File: config.mk
export PLATFORM = sky130hd
export DESIGN_NAME = echoing_line_editor
export DESIGN_NICKNAME = d
export VERILOG_FILES = /design/src/hdl/ele_pkg.sv /design/src/hdl/ele_front.sv /design/src/hdl/ele_cmd_fifo.sv /design/src/hdl/ele_back.sv /design/src/hdl/echoing_line_editor.sv
export VERILOG_INCLUDE_DIRS = /design/src /design/src/hdl
export SDC_FILE = /design/constraint.sdc
export NUM_CORES = 1
export LEC_CHECK = 0
export BUFFER_PORTS_ARGS = -buffer_cell sky130_fd_sc_hd__buf_2
export CORE_UTILIZATION = 40
export DETAILED_ROUTE_END_ITERATION = 10
export PLACE_DENSITY_LB_ADDON = 0.3
export SYNTH_ARGS = -nofsm -noshare
export SYNTH_HDL_FRONTEND = slang
export SYNTH_SLANG_ARGS = --single-unit
export TNS_END_PERCENT = 1
File: constraint.sdc
create_clock -name clk -period 2.85 [get_ports clk]
set_clock_uncertainty 0.2 [all_clocks]
set_input_delay 0.285 -clock clk [delete_from_list [all_inputs] [get_ports clk]]
set_output_delay 0.285 -clock clk [all_outputs]
set_load 0.03 [all_outputs]
File: src/hdl/echoing_line_editor_assert.svh
// Assertion macros used by the line editor top level.
// Depends on nothing; the including module provides clk and arst_n.
`ifndef ECHOING_LINE_EDITOR_ASSERT_SVH
`define ECHOING_LINE_EDITOR_ASSERT_SVH
`ifndef SYNTHESIS
`define ELE_ASSERT(label, prop, msg) \
	label: assert property (@(posedge clk) disable iff (!arst_n) prop) else $error(msg);
`define ELE_ASSERT_ALWAYS(label, prop, msg) \
	label: assert property (@(posedge clk) prop) else $error(msg);
`else
`define ELE_ASSERT(label, prop, msg)
`define ELE_ASSERT_ALWAYS(label, prop, msg)
`endif
`endif

File: src/hdl/ele_pkg.sv
// Package of the line editor: widths, character codes, command and result types.
// Used by every module of the block; depends on nothing.
`default_nettype none
package ele_pkg;

	localparam int LINE_CAPACITY = 32;
	localparam int AW = $clog2(LINE_CAPACITY);
	localparam int LW = $clog2(LINE_CAPACITY + 1);
	localparam int FIFO_DEPTH = 2;
	localparam int PW = $clog2(FIFO_DEPTH);
	localparam int CW = $clog2(FIFO_DEPTH + 1);

	localparam logic [7:0] CH_BACKSPACE = 8'h08;
	localparam logic [7:0] CH_DELETE = 8'h7F;
	localparam logic [7:0] CH_NEWLINE = 8'h0A;
	localparam logic [7:0] CH_RETURN = 8'h0D;
	localparam logic [7:0] CH_SPACE = 8'h20;
	localparam logic [7:0] CH_NUL = 8'h00;

	localparam logic [1:0] KIND_ECHO = 2'd0;
	localparam logic [1:0] KIND_LINE = 2'd1;
	localparam logic [1:0] KIND_NONE = 2'd2;

	localparam logic ACT_BYTE = 1'b0;
	localparam logic ACT_TAKE = 1'b1;

	typedef struct packed {
		logic action;
		logic [7:0] rx_byte;
	} item_t;

	typedef struct packed {
		logic [1:0] out_kind;
		logic [7:0] out_byte;
		logic last;
		logic line_ready;
	} result_t;

	// Work handed from the front part to the back part.
	typedef enum logic [2:0] {
		OP_ECHO,
		OP_APPEND,
		OP_ERASE,
		OP_TAKE,
		OP_NONE
	} cmd_op_t;

	typedef struct packed {
		cmd_op_t op;
		logic [7:0] data;
		logic [AW-1:0] addr;
		logic full;
		logic [LW-1:0] len;
		logic ready;
	} cmd_t;

	typedef enum logic {
		B_IDLE,
		B_RUN
	} back_state_t;

endpackage
`default_nettype wire

File: src/hdl/ele_front.sv
// Front part: classifies each accepted transaction and keeps the line state.
// Depends on ele_pkg.
`default_nettype none
module ele_front
	import ele_pkg::*;
(
	input wire logic clk,
	input wire logic arst_n,
	input wire logic accept,
	input wire item_t item,
	output logic push,
	output cmd_t cmd
);

	logic [LW-1:0] wpos_q;
	logic [LW-1:0] len_q;
	logic ready_q;

	logic [LW-1:0] wpos_d;
	logic [LW-1:0] len_d;
	logic ready_d;
	logic [LW-1:0] wpos_inc;

	assign wpos_inc = wpos_q + LW'(1);

	// Classify the item and work out the next line state.
	always_comb begin
		push = 1'b0;
		cmd = '{op: OP_NONE, data: CH_NUL, addr: wpos_q[AW-1:0], full: 1'b0,
			len: len_q, ready: ready_q};
		wpos_d = wpos_q;
		len_d = len_q;
		ready_d = ready_q;
		if (item.action == ACT_TAKE) begin
			push = 1'b1;
			cmd.ready = 1'b0;
			cmd.op = ready_q ? OP_TAKE : OP_NONE;
			ready_d = 1'b0;
		end else if (ready_q) begin
			// A completed line is waiting: the byte is dropped.
			push = 1'b0;
		end else if (item.rx_byte == CH_BACKSPACE || item.rx_byte == CH_DELETE) begin
			if (wpos_q != '0) begin
				push = 1'b1;
				cmd.op = OP_ERASE;
				wpos_d = wpos_q - LW'(1);
			end
		end else if (item.rx_byte == CH_NEWLINE || item.rx_byte == CH_RETURN) begin
			push = 1'b1;
			cmd.op = OP_ECHO;
			cmd.data = CH_NEWLINE;
			cmd.ready = 1'b1;
			len_d = wpos_q;
			wpos_d = '0;
			ready_d = 1'b1;
		end else if (item.rx_byte != CH_NUL) begin
			push = 1'b1;
			cmd.op = OP_APPEND;
			cmd.data = item.rx_byte;
			if (wpos_inc == LW'(LINE_CAPACITY)) begin
				// The buffer is full, so the line completes by itself.
				cmd.full = 1'b1;
				cmd.ready = 1'b1;
				len_d = wpos_inc;
				wpos_d = '0;
				ready_d = 1'b1;
			end else begin
				wpos_d = wpos_inc;
			end
		end
	end

	// Line state registers, updated on each accepted transaction.
	always_ff @(posedge clk or negedge arst_n) begin
		if (!arst_n) begin
			wpos_q <= '0;
			len_q <= '0;
			ready_q <= 1'b0;
		end else if (accept) begin
			wpos_q <= wpos_d;
			len_q <= len_d;
			ready_q <= ready_d;
		end
	end

endmodule
`default_nettype wire

File: src/hdl/ele_cmd_fifo.sv
// Short command queue between the front and back parts.
// Depends on ele_pkg.
`default_nettype none
module ele_cmd_fifo
	import ele_pkg::*;
(
	input wire logic clk,
	input wire logic arst_n,
	input wire logic push,
	input wire cmd_t push_cmd,
	input wire logic pop,
	output cmd_t pop_cmd,
	output logic full,
	output logic empty
);

	cmd_t entry_q [FIFO_DEPTH];
	logic [PW-1:0] wr_ptr_q;
	logic [PW-1:0] rd_ptr_q;
	logic [CW-1:0] count_q;

	assign full = (count_q == CW'(FIFO_DEPTH));
	assign empty = (count_q == '0);
	assign pop_cmd = entry_q[rd_ptr_q];

	// Entry storage; payload needs no reset.
	always_ff @(posedge clk) begin
		if (push) begin
			entry_q[wr_ptr_q] <= push_cmd;
		end
	end

	// Pointers and fill count.
	always_ff @(posedge clk or negedge arst_n) begin
		if (!arst_n) begin
			wr_ptr_q <= '0;
			rd_ptr_q <= '0;
			count_q <= '0;
		end else begin
			if (push) begin
				wr_ptr_q <= (wr_ptr_q == PW'(FIFO_DEPTH - 1)) ? '0 : wr_ptr_q + PW'(1);
			end
			if (pop) begin
				rd_ptr_q <= (rd_ptr_q == PW'(FIFO_DEPTH - 1)) ? '0 : rd_ptr_q + PW'(1);
			end
			if (push && !pop) begin
				count_q <= count_q + CW'(1);
			end else if (pop && !push) begin
				count_q <= count_q - CW'(1);
			end
		end
	end

endmodule
`default_nettype wire

File: src/hdl/ele_back.sv
// Back part: carries out queued commands, holds the line store, emits results.
// Depends on ele_pkg.
`default_nettype none
module ele_back
	import ele_pkg::*;
(
	input wire logic clk,
	input wire logic arst_n,
	input wire logic empty,
	input wire cmd_t pop_cmd,
	output logic pop,
	output logic strobe,
	output result_t result
);

	back_state_t state_q;
	back_state_t state_d;
	cmd_t cmd_q;
	logic [LW-1:0] step_q;
	logic [LW-1:0] step_inc;
	logic [7:0] rd_data_q;
	logic [AW-1:0] rd_addr;
	logic [7:0] mem [LINE_CAPACITY];

	assign step_inc = step_q + LW'(1);

	// Next state, queue pop and result selection.
	always_comb begin
		state_d = state_q;
		pop = 1'b0;
		strobe = 1'b0;
		rd_addr = '0;
		result = '{out_kind: KIND_ECHO, out_byte: CH_NUL, last: 1'b1,
			line_ready: cmd_q.ready};
		unique case (state_q)
			B_IDLE: begin
				pop = !empty;
				if (pop) begin
					state_d = B_RUN;
				end
			end
			B_RUN: begin
				strobe = 1'b1;
				rd_addr = step_inc[AW-1:0];
				case (cmd_q.op)
					OP_ECHO: begin
						result.out_byte = cmd_q.data;
					end
					OP_APPEND: begin
						result.out_byte = (step_q == '0) ? cmd_q.data : CH_NEWLINE;
						result.last = (step_q != '0) || !cmd_q.full;
					end
					OP_ERASE: begin
						result.out_byte = (step_q == LW'(1)) ? CH_SPACE : CH_BACKSPACE;
						result.last = (step_q == LW'(2));
					end
					OP_TAKE: begin
						result.out_kind = KIND_LINE;
						result.last = (step_q == cmd_q.len);
						result.out_byte = result.last ? CH_NUL : rd_data_q;
					end
					default: begin
						result.out_kind = KIND_NONE;
					end
				endcase
				if (result.last) begin
					state_d = B_IDLE;
				end
			end
			default: begin
				state_d = B_IDLE;
			end
		endcase
	end

	// Sequencer registers.
	always_ff @(posedge clk or negedge arst_n) begin
		if (!arst_n) begin
			state_q <= B_IDLE;
			step_q <= '0;
		end else begin
			state_q <= state_d;
			if (pop) begin
				step_q <= '0;
			end else if (state_q == B_RUN) begin
				step_q <= step_inc;
			end
		end
	end

	// Current command; payload only.
	always_ff @(posedge clk) begin
		if (pop) begin
			cmd_q <= pop_cmd;
		end
	end

	// Line store: written when an append leaves the queue, read one ahead.
	always_ff @(posedge clk) begin
		if (pop && pop_cmd.op == OP_APPEND) begin
			mem[pop_cmd.addr] <= pop_cmd.data;
		end
		rd_data_q <= mem[rd_addr];
	end

endmodule
`default_nettype wire

File: src/hdl/echoing_line_editor.sv
// Top level of the echoing line editor: front, command queue and back part.
// Depends on ele_pkg, ele_front, ele_cmd_fifo, ele_back and the assertion header.
//
// Use: drive item with start high; the transaction is taken at a clock edge
// where start is high and busy is low. action 0 carries a received byte,
// action 1 asks for the completed line. busy is high while the two-entry
// command queue is full.
// Each result appears on result for exactly one cycle with strobe high; the
// receiver must take it then, it cannot stall the block. result.last marks
// the final result of a transaction; ignored bytes give no result at all.
// The command of a taken transaction passes through the queue and the back
// part's command register before its first result. The back part takes a
// command from the queue, then gives its results back to back: an echo gives
// one result, an erase three and a take of a full line 33 (32 characters and
// the terminator), read from the line store one address ahead of the output.
// Reset clears the line state, the queue and the sequencer; the line store
// keeps no reset and its output is only used where it was written.
`default_nettype none
`include "echoing_line_editor_assert.svh"
module echoing_line_editor
	import ele_pkg::*;
(
	input wire logic clk,
	input wire logic arst_n,
	input wire logic start,
	input wire item_t item,
	output logic busy,
	output logic strobe,
	output result_t result
);

	logic accept;
	logic push;
	cmd_t push_cmd;
	logic pop;
	cmd_t pop_cmd;
	logic fifo_full;
	logic fifo_empty;

	// A transaction is taken whenever the queue has room.
	assign busy = fifo_full;
	assign accept = start && !fifo_full;

	ele_front u_front (
		.clk(clk),
		.arst_n(arst_n),
		.accept(accept),
		.item(item),
		.push(push),
		.cmd(push_cmd)
	);

	ele_cmd_fifo u_fifo (
		.clk(clk),
		.arst_n(arst_n),
		.push(push && accept),
		.push_cmd(push_cmd),
		.pop(pop),
		.pop_cmd(pop_cmd),
		.full(fifo_full),
		.empty(fifo_empty)
	);

	ele_back u_back (
		.clk(clk),
		.arst_n(arst_n),
		.empty(fifo_empty),
		.pop_cmd(pop_cmd),
		.pop(pop),
		.strobe(strobe),
		.result(result)
	);

	// A missing-line answer is a single result and never reports a waiting line.
	`ELE_ASSERT(a_none_single, strobe && result.out_kind == KIND_NONE |-> result.last && !result.line_ready, "no-line result malformed")
	// Line characters are delivered back to back until the terminator.
	`ELE_ASSERT(a_line_contig, strobe && result.out_kind == KIND_LINE && !result.last |=> strobe && result.out_kind == KIND_LINE, "gap inside a line transfer")
	// The back part never pops an empty queue.
	`ELE_ASSERT(a_no_underflow, pop |-> !fifo_empty, "pop from empty command queue")

endmodule
`default_nettype wire

==> out/metrics.yaml, run 1 <==
run:
  cap_violations: 0
clock_network:
  worstSkewPairLatency_ns: 0.51
  cts.reportedPaths.clkPinSlew_ns: 0.06
  cts_tree: "yes"
  clock-root-buffer: "clkbuf_16"
  cts_sinks: 355
  cts-buffers-inserted: 37
  clk_buf_depth: 3
  cts_htree_levels: 2
sta:
  tightestPinTransition_ns: 1.03
  setup_viol_count_final: 0
  timing.hold.ws_ns: 0.0278
  highest_achievable_clock_rate_mhz: 362
  rsz_0062_raised_after_global_routing: "yes"
  final_hold_viol_count: 0
  timing.final.crit_share_pct: 97.0
  report.final.slew_viol_count: 0
  final.min_clock_period_ns: 2.76
  post-route-worst-setup-slack_ns: 0.0854
  slew_headroom_pct: 30.6
global_route:
  grt_start_max_net_pins: 50
  gr-total-overflow: 0
  groute.usage.overall_pct: 17.9
  number_of_antenna_violations_at_the_first_check_in_global_routing: 0
  grt_pass1_wl_um: 50600
  grt_pass1_vias: 8562
power_and_ir_drop:
  power_leakage_nw: 5.90
  max-vdd-ir-drop_v: 0.000535
  pd_cells_mw_per_mm2: 1040
finish:
  postLayoutCellArea_mm2: 0.0172
  num-fill-cells: 2981
  nNetsFinal: 1076
  layout-drive-gt1-share_pct: 21.2
  regArea_mm2: 0.0105
  n_antenna_cell: 0
  multi_input_comb_area_mm2: 0.00390
  area_growth_pct: 17.0
floorplanning:
  initial_core_util_pct: 40.9
  coreArea_mm2: 0.0358
  die-width_um: 193
  ios: 26
  die_height_um: 193
  num_rows: 69
  fp.dieArea_mm2: 0.0374
synthesis:
  synth_adder_area_share_pct: 0.683
  post-synth-top-area-cell: "edfxtp_1"
  synth_instances: 969
  synth-simple-area-share_pct: 7.42
  yosys.area_share.xor_xnor_pct: 0.956
  synth_cell_types: 65
  synth-seq-cells: 355
  yosys.area.top_type_share_pct: 66.2
  synth_mux_area_share_pct: 7.25
  synth-compound-area-share_pct: 9.90
  synth.cells.most_frequent: "edfxtp_1, nand2_1, nor2_1, o22ai_1, a21oi_1"
  synth_top_family_by_area: "compound AO/OA/AOI/OAI gates"
  synth_top_flop_cell: "edfxtp_1"
  ffs_w_async_s_r_synth_pct: 6.76
  synthesis.nets: 989
  synth-seq-area-share_pct: 71.3
  post_synth.cell_area_avg_um2: 15.1
  netlist_top_cells_area: "edfxtp_1, dfrtp_1, mux4_2, nand2_1, o22ai_1"
  post-synth-top-count-cell: "edfxtp_1"
  synth.cell_area_mm2: 0.0147
  synth_edf_count: 323
  synthesis.yosys.warnings: 0
placed_design:
  gp_congestion: 0.876
  dp_worst_setup_slack_ns: 0.0996
  placed_cell_area_mm2: 0.0157
  buffer_ports.inserted: 25
  place_hpwl_um: 21000
drt:
  routed_wire_length_per_instance_um: 21.5
  post_route_antenna_net_violation_count: 0
  post_drt_via_cell_ratio: 5.56
  detail_route.iter0.violations: 788
  route.vias.total: 8593
  drcViolationCount: 0
  drt-total-wl_um: 33300
  drtPass1Iterations: 5
worst_setup_path:
  critical_path_arrival_ns: 2.93
  criticalPathCategory: "register to register"
  path_max_fanout: 16
  setup.worst_path.end_class: "register"
  regToRegSetupSlack_ns: 0.09
  critPathRequiredTime_ns: 3.02
  element_type_at_the_critical_path_start: "register"
run_status:
  run_status: "completed"
hold_path:
  min_delay_worst_type: "primary input to register"
==> cell usage in the layout, fill, tap and decap left out, drive strengths merged, types with 18 or more instances in the layout <==
cell	Yosys	layout
o21ai	29	29
nand3	22	22
dfrtp	24	24
buf	33	100
nand2	83	83
edfxtp	323	323
mux2	26	26
nor2	58	58
a21oi	33	33
clkbuf	27	44
mux2i	23	23
mux4	24	24
inv	17	18
o22ai	49	49
==> sequential cells by signal (all words and copies together) (netlist names) <==
name,cells
u_back.mem,256
u_fifo.entry_q,48
u_back.cmd_q,18
u_back.rd_data_q,8
u_back.step_q,6
u_front.len_q,6
u_front.wpos_q,6
u_fifo.count_q,2
u_back.result,1
u_back.state_q,1
u_fifo.rd_ptr_q,1
u_fifo.wr_ptr_q,1
u_front.ready_q,1
==> cell type report <==
class                      count  area share, %
timing repair buffer         108           5.29
clock buffer                  44           5.85
multi-input combinational    537           22.7
clock inverter                23           1.41
tap                          461           3.36
sequential                   355           61.0
inverter                      17          0.372
==> where the power goes <==
group          leakage (nW)  switching (mW)  internal (mW)
Clock                 0.606            1.91           2.97
Combinational          1.98            3.74           2.15
Sequential             3.31           0.313           6.83
==> through the flow <==
step | power [mW] | setup TNS, ns | util [%] | std cells
finish | 17.9 | 0 | 47.9 | 1545
global route | 18.7 | -5.52 | 47.9 | 1545
CTS | 18.0 | 0 | 47.8 | 1545
detailed placement | 13.0 | 0 | 43.9 | 1467
global placement | 12.9 | 0 | 43.9 | 1467
floorplan | 10.8 | -0.789 | - | 969
==> per-layer routing <==
metal  part of all wire (%)  track usage, %  wire [µm]  vias to the layer above
met5                      0               0          0                        -
met4                    2.4            5.54        806                        0
met3                    6.3            3.61       2090                       49
met2                     47            29.0      15700                      257
met1                     44            24.3      14600                     4328
li1                       -               -          -                     3959
==> worst paths after layout <==
kind | startpoint | end | cells after the start
max in group asynchronous | arst_n | u_back.step_q[0]$_DFFE_PN0P_ | 2
worst max register to register | u_back.step_q[0]$_DFFE_PN0P_ | u_back.rd_data_q[4]$_DFF_P_ | 8
min in group asynchronous | arst_n | u_back.state_q$_DFF_PN0_ | 2
worst max-delay path | u_back.step_q[0]$_DFFE_PN0P_ | u_back.rd_data_q[4]$_DFF_P_ | 8
worst min register to register | u_front.len_q[0]$_DFFE_PN0P_ | u_fifo.entry_q[1][1]$_DFFE_PP_ | 0
worst min-delay path | item[2] | u_fifo.entry_q[1][15]$_DFFE_PP_ | 2
==> what timing repair did <==
action | 4_1_cts | 5_1_grt
pin swaps | 3 | 2
setup endpoints to repair | 8 | 205
buffers inserted | 3 | 0
gates resized for setup | 7 | 6
endpoints found under the hold margin | 35 | 0
gates cloned | 1 | 0
hold buffers | 7 | 0
==> cell families (layout without fill, tap and decap cells) <==
logic type / after synthesis / count (layout)
AO/OA/AOI/OAI: 209 / 209
XOR/XNOR: 16 / 16
adder cells (fa/ha/maj): 8 / 8
buffers and inverters: 77 / 192
flip-flops: 355 / 355
multiplexers: 73 / 73
AND/OR/NAND/NOR: 231 / 231
==> worst max-delay path: stages, from the launching register on <==
cell and delay (ns):
dfrtp_2 0.45, ha_1 0.32, xor2_4 0.23, and2_1 0.19, buf_12 0.16, mux4_2 0.32, nor2_1 0.19, o21ai_0 0.16
a311o_1 0.40
(Power assumes the default switching activity.)
==> run 2: changes to the inputs <==
--- a/config.mk
+++ b/config.mk
@@ -7,6 +7,7 @@
 export NUM_CORES = 1
 export LEC_CHECK = 0
 export BUFFER_PORTS_ARGS = -buffer_cell sky130_fd_sc_hd__buf_2
+export CORE_MARGIN = 2
 export CORE_UTILIZATION = 40
 export DETAILED_ROUTE_END_ITERATION = 10
 export PLACE_DENSITY_LB_ADDON = 0.3
==> out/metrics.yaml, run 2 (same netlist as run 1, synthesis figures left out) <==
finish:
  largest_registers: "u_back.mem: 256 flops, u_fifo.entry_q: 48 flops, u_back.cmd_q: 18 flops"
  most-common-layout-cells: "edfxtp_1, nand2_1, buf_4"
  num-fill-cells: 3090  # +3.7%
  number_of_flip_flops_under_the_largest_register_name: 256  # unchanged
  nNetsFinal: 1078  # +0.19%
  multi_input_comb_area_mm2: 0.00392  # +0.48%
  largest_register: "u_back.mem"
  n_antenna_cell: 0  # unchanged
  layout-drive-gt1-share_pct: 21.5  # +0.33 points
  layout_commonest_cell: "edfxtp_1"
  area_growth_pct: 17.0  # about the same
  postLayoutCellArea_mm2: 0.0172  # about the same
  regArea_mm2: 0.0105  # unchanged
floorplanning:
  num_rows: 70  # +1.4%
  fp.dieArea_mm2: 0.0382  # +2.1%
  initial_core_util_pct: 40.3  # -0.58 points
  die_height_um: 195  # +1.0%
  ios: 26  # unchanged
  coreArea_mm2: 0.0363  # +1.4%
  die-width_um: 195  # +1.0%
worst_setup_path:
  criticalPathCategory: "register to output port"
  path_max_fanout: 6  # -10
  element_type_at_the_critical_path_start: "register"
  critical_path_arrival_ns: 2.25  # -0.68 ns
  critPathRequiredTime_ns: 2.37  # -0.65 ns
  setup.worst_path.end_class: "output port"
  regToRegSetupSlack_ns: 0.19  # +0.10 ns
placed_design:
  place_hpwl_um: 21600  # +2.7%
  placed_cell_area_mm2: 0.0157  # -0.13%
  dp_worst_setup_slack_ns: 0.144  # +0.0441 ns
  buffer_ports.inserted: 25  # unchanged
  gp_congestion: 0.869  # -0.80%
drt:
  route.vias.total: 8665  # +0.84%
  drcViolationCount: 0  # unchanged
  detail_route.iter0.violations: 685  # -13%
  routed_wire_length_per_instance_um: 21.7  # +0.55%
  post_drt_via_cell_ratio: 5.58  # +0.25%
  drt-total-wl_um: 33600  # +1.1%
  drtPass1Iterations: 5  # unchanged
  post_route_antenna_net_violation_count: 0  # unchanged
sta:
  rsz_0062_raised_after_global_routing: "yes"
  tightestPinTransition_ns: 0.841  # -0.193 ns
  report.final.slew_viol_count: 0  # unchanged
  final.min_clock_period_ns: 2.74  # -0.0266 ns
  highest_achievable_clock_rate_mhz: 365  # +0.97%
  post-route-worst-setup-slack_ns: 0.112  # +0.0266 ns
  final_hold_viol_count: 0  # unchanged
  setup_viol_count_final: 0  # unchanged
  slew_headroom_pct: 44.0  # +13 points
  timing.final.crit_share_pct: 96.1  # -0.93 points
power_and_ir_drop:
  pwr-share-seq_pct: 40.2  # +0.3 points
  pd_cells_mw_per_mm2: 1040  # -0.74%
  swShare_pct: 33.2  # -0.045 points
  p_switching_mw: 5.91  # -0.88%
  power.share.combinational_pct: 32.5  # -0.4 points
  cellInternalPower_mw: 11.9  # -0.68%
  p_clk_share_pct: 27.4  # +0.2 points
  power_leakage_nw: 5.89  # about the same
  max-vdd-ir-drop_v: 0.000488  # -8.8%
clock_network:
  cts_sinks: 355  # unchanged
  cts_htree_levels: 2  # unchanged
  worstSkewPairLatency_ns: 0.52  # about the same
  cts-buffers-inserted: 37  # unchanged
  cts_tree: "yes"
  clk_buf_depth: 3  # unchanged
  cts.reportedPaths.clkPinSlew_ns: 0.06  # about the same
  clock-root-buffer: "clkbuf_16"
global_route:
  gr-total-overflow: 0  # unchanged
  number_of_antenna_violations_at_the_first_check_in_global_routing: 0  # unchanged
  grt_pass1_vias: 8763  # +2.3%
  grt_pass1_wl_um: 52200  # +3.2%
  grt_start_max_net_pins: 53  # +6.0%
  groute.usage.overall_pct: 18.0  # +0.12 points
run_status:
  run_status: "completed"
run:
  cap_violations: 0  # unchanged
hold_path:
  min_delay_worst_type: "primary input to register"
-- run 2: cell count changes in the layout (fill, tap and decap cells not counted), moves of 3 or more --
cell / delta
buf_12: -4
clkinv_1: -3
buf_2: -4
buf_4: +8
clkbuf_8: +5
-- run 2: power by group through the flow --
stage	logic [mW]	registers (mW)	clock network, mW
6_report	5.77	7.14	4.87
5_1_grt	6.28	7.19	5.17
4_1_cts	5.64	7.14	4.95
3_5_place_dp	5.61	7.25	0
3_3_place_gp	5.55	7.24	0
2_1_floorplan	3.73	7.12	0
-- run 2: worst paths after layout --
path | startpoint | to | cells past startpoint
max | u_back.step_q[4]$_DFFE_PN0P_ | result[7] | 7
min | start | u_front.ready_q$_DFFE_PN0P_ | 4
max reg2reg | u_back.step_q[0]$_DFFE_PN0P_ | u_back.rd_data_q[2]$_DFF_P_ | 7
min reg2reg | u_front.len_q[1]$_DFFE_PN0P_ | u_fifo.entry_q[0][2]$_DFFE_PP_ | 0
max in group asynchronous | arst_n | u_back.step_q[4]$_DFFE_PN0P_ | 2
min in group asynchronous | arst_n | u_back.step_q[1]$_DFFE_PN0P_ | 2
-- run 2: final cells by class --
cell class,count,area share (%)
Timing Repair Buffer,110,5.15
Sequential cell,355,61.0
Tap cell,468,3.41
Clock buffer,51,6.30
Clock inverter,16,0.933
Multi-Input combinational cell,537,22.8
Inverter,17,0.372
-- run 2: timing repair --
item | in CTS | in global routing
buffers inserted | 0 | 4
hold buffers | 7 | 0
gates cloned | 0 | 1
endpoints found under the hold margin | 36 | 0
pin swaps | 0 | 3
resized for setup | 1 | 23
setup endpoints to repair | 8 | 10
-- run 2: metrics by stage --
| step | hold WS [ns] | setup TNS, ns | util (%) | cells | power [mW] |
|---|---|---|---|---|---|
| final | 0.0179 | 0 | 47.2 | 1554 | 17.8 |
| after global routing | 0.0411 | -0.366 | 47.2 | 1554 | 18.6 |
| after CTS | 0.00269 | -0.365 | 46.9 | 1549 | 17.7 |
| after detailed placement | 0.137 | 0 | 43.2 | 1475 | 12.9 |
| after global placement | 0.138 | 0 | 43.2 | 1475 | 12.8 |
| after floorplan | -0.211 | -0.789 | - | 969 | 10.8 |
-- run 2: metal layers --
layer  track usage, %  up-vias  wire (µm)
met5                0        -          0
met4             6.19        0        970
met3             3.06       70       1770
met2             28.9      270      15900
met1             24.9     4358      15000
li1                 -     3967          -
-- run 2: worst max-delay path, stage by stage (launching register included) --
cell	delay [ns]
dfrtp_2	0.45
nor4_2	0.28
buf_4	0.18
a21oi_4	0.08
nor3_4	0.30
a222oi_1	0.16
nor2_1	0.12
buf_4	0.17
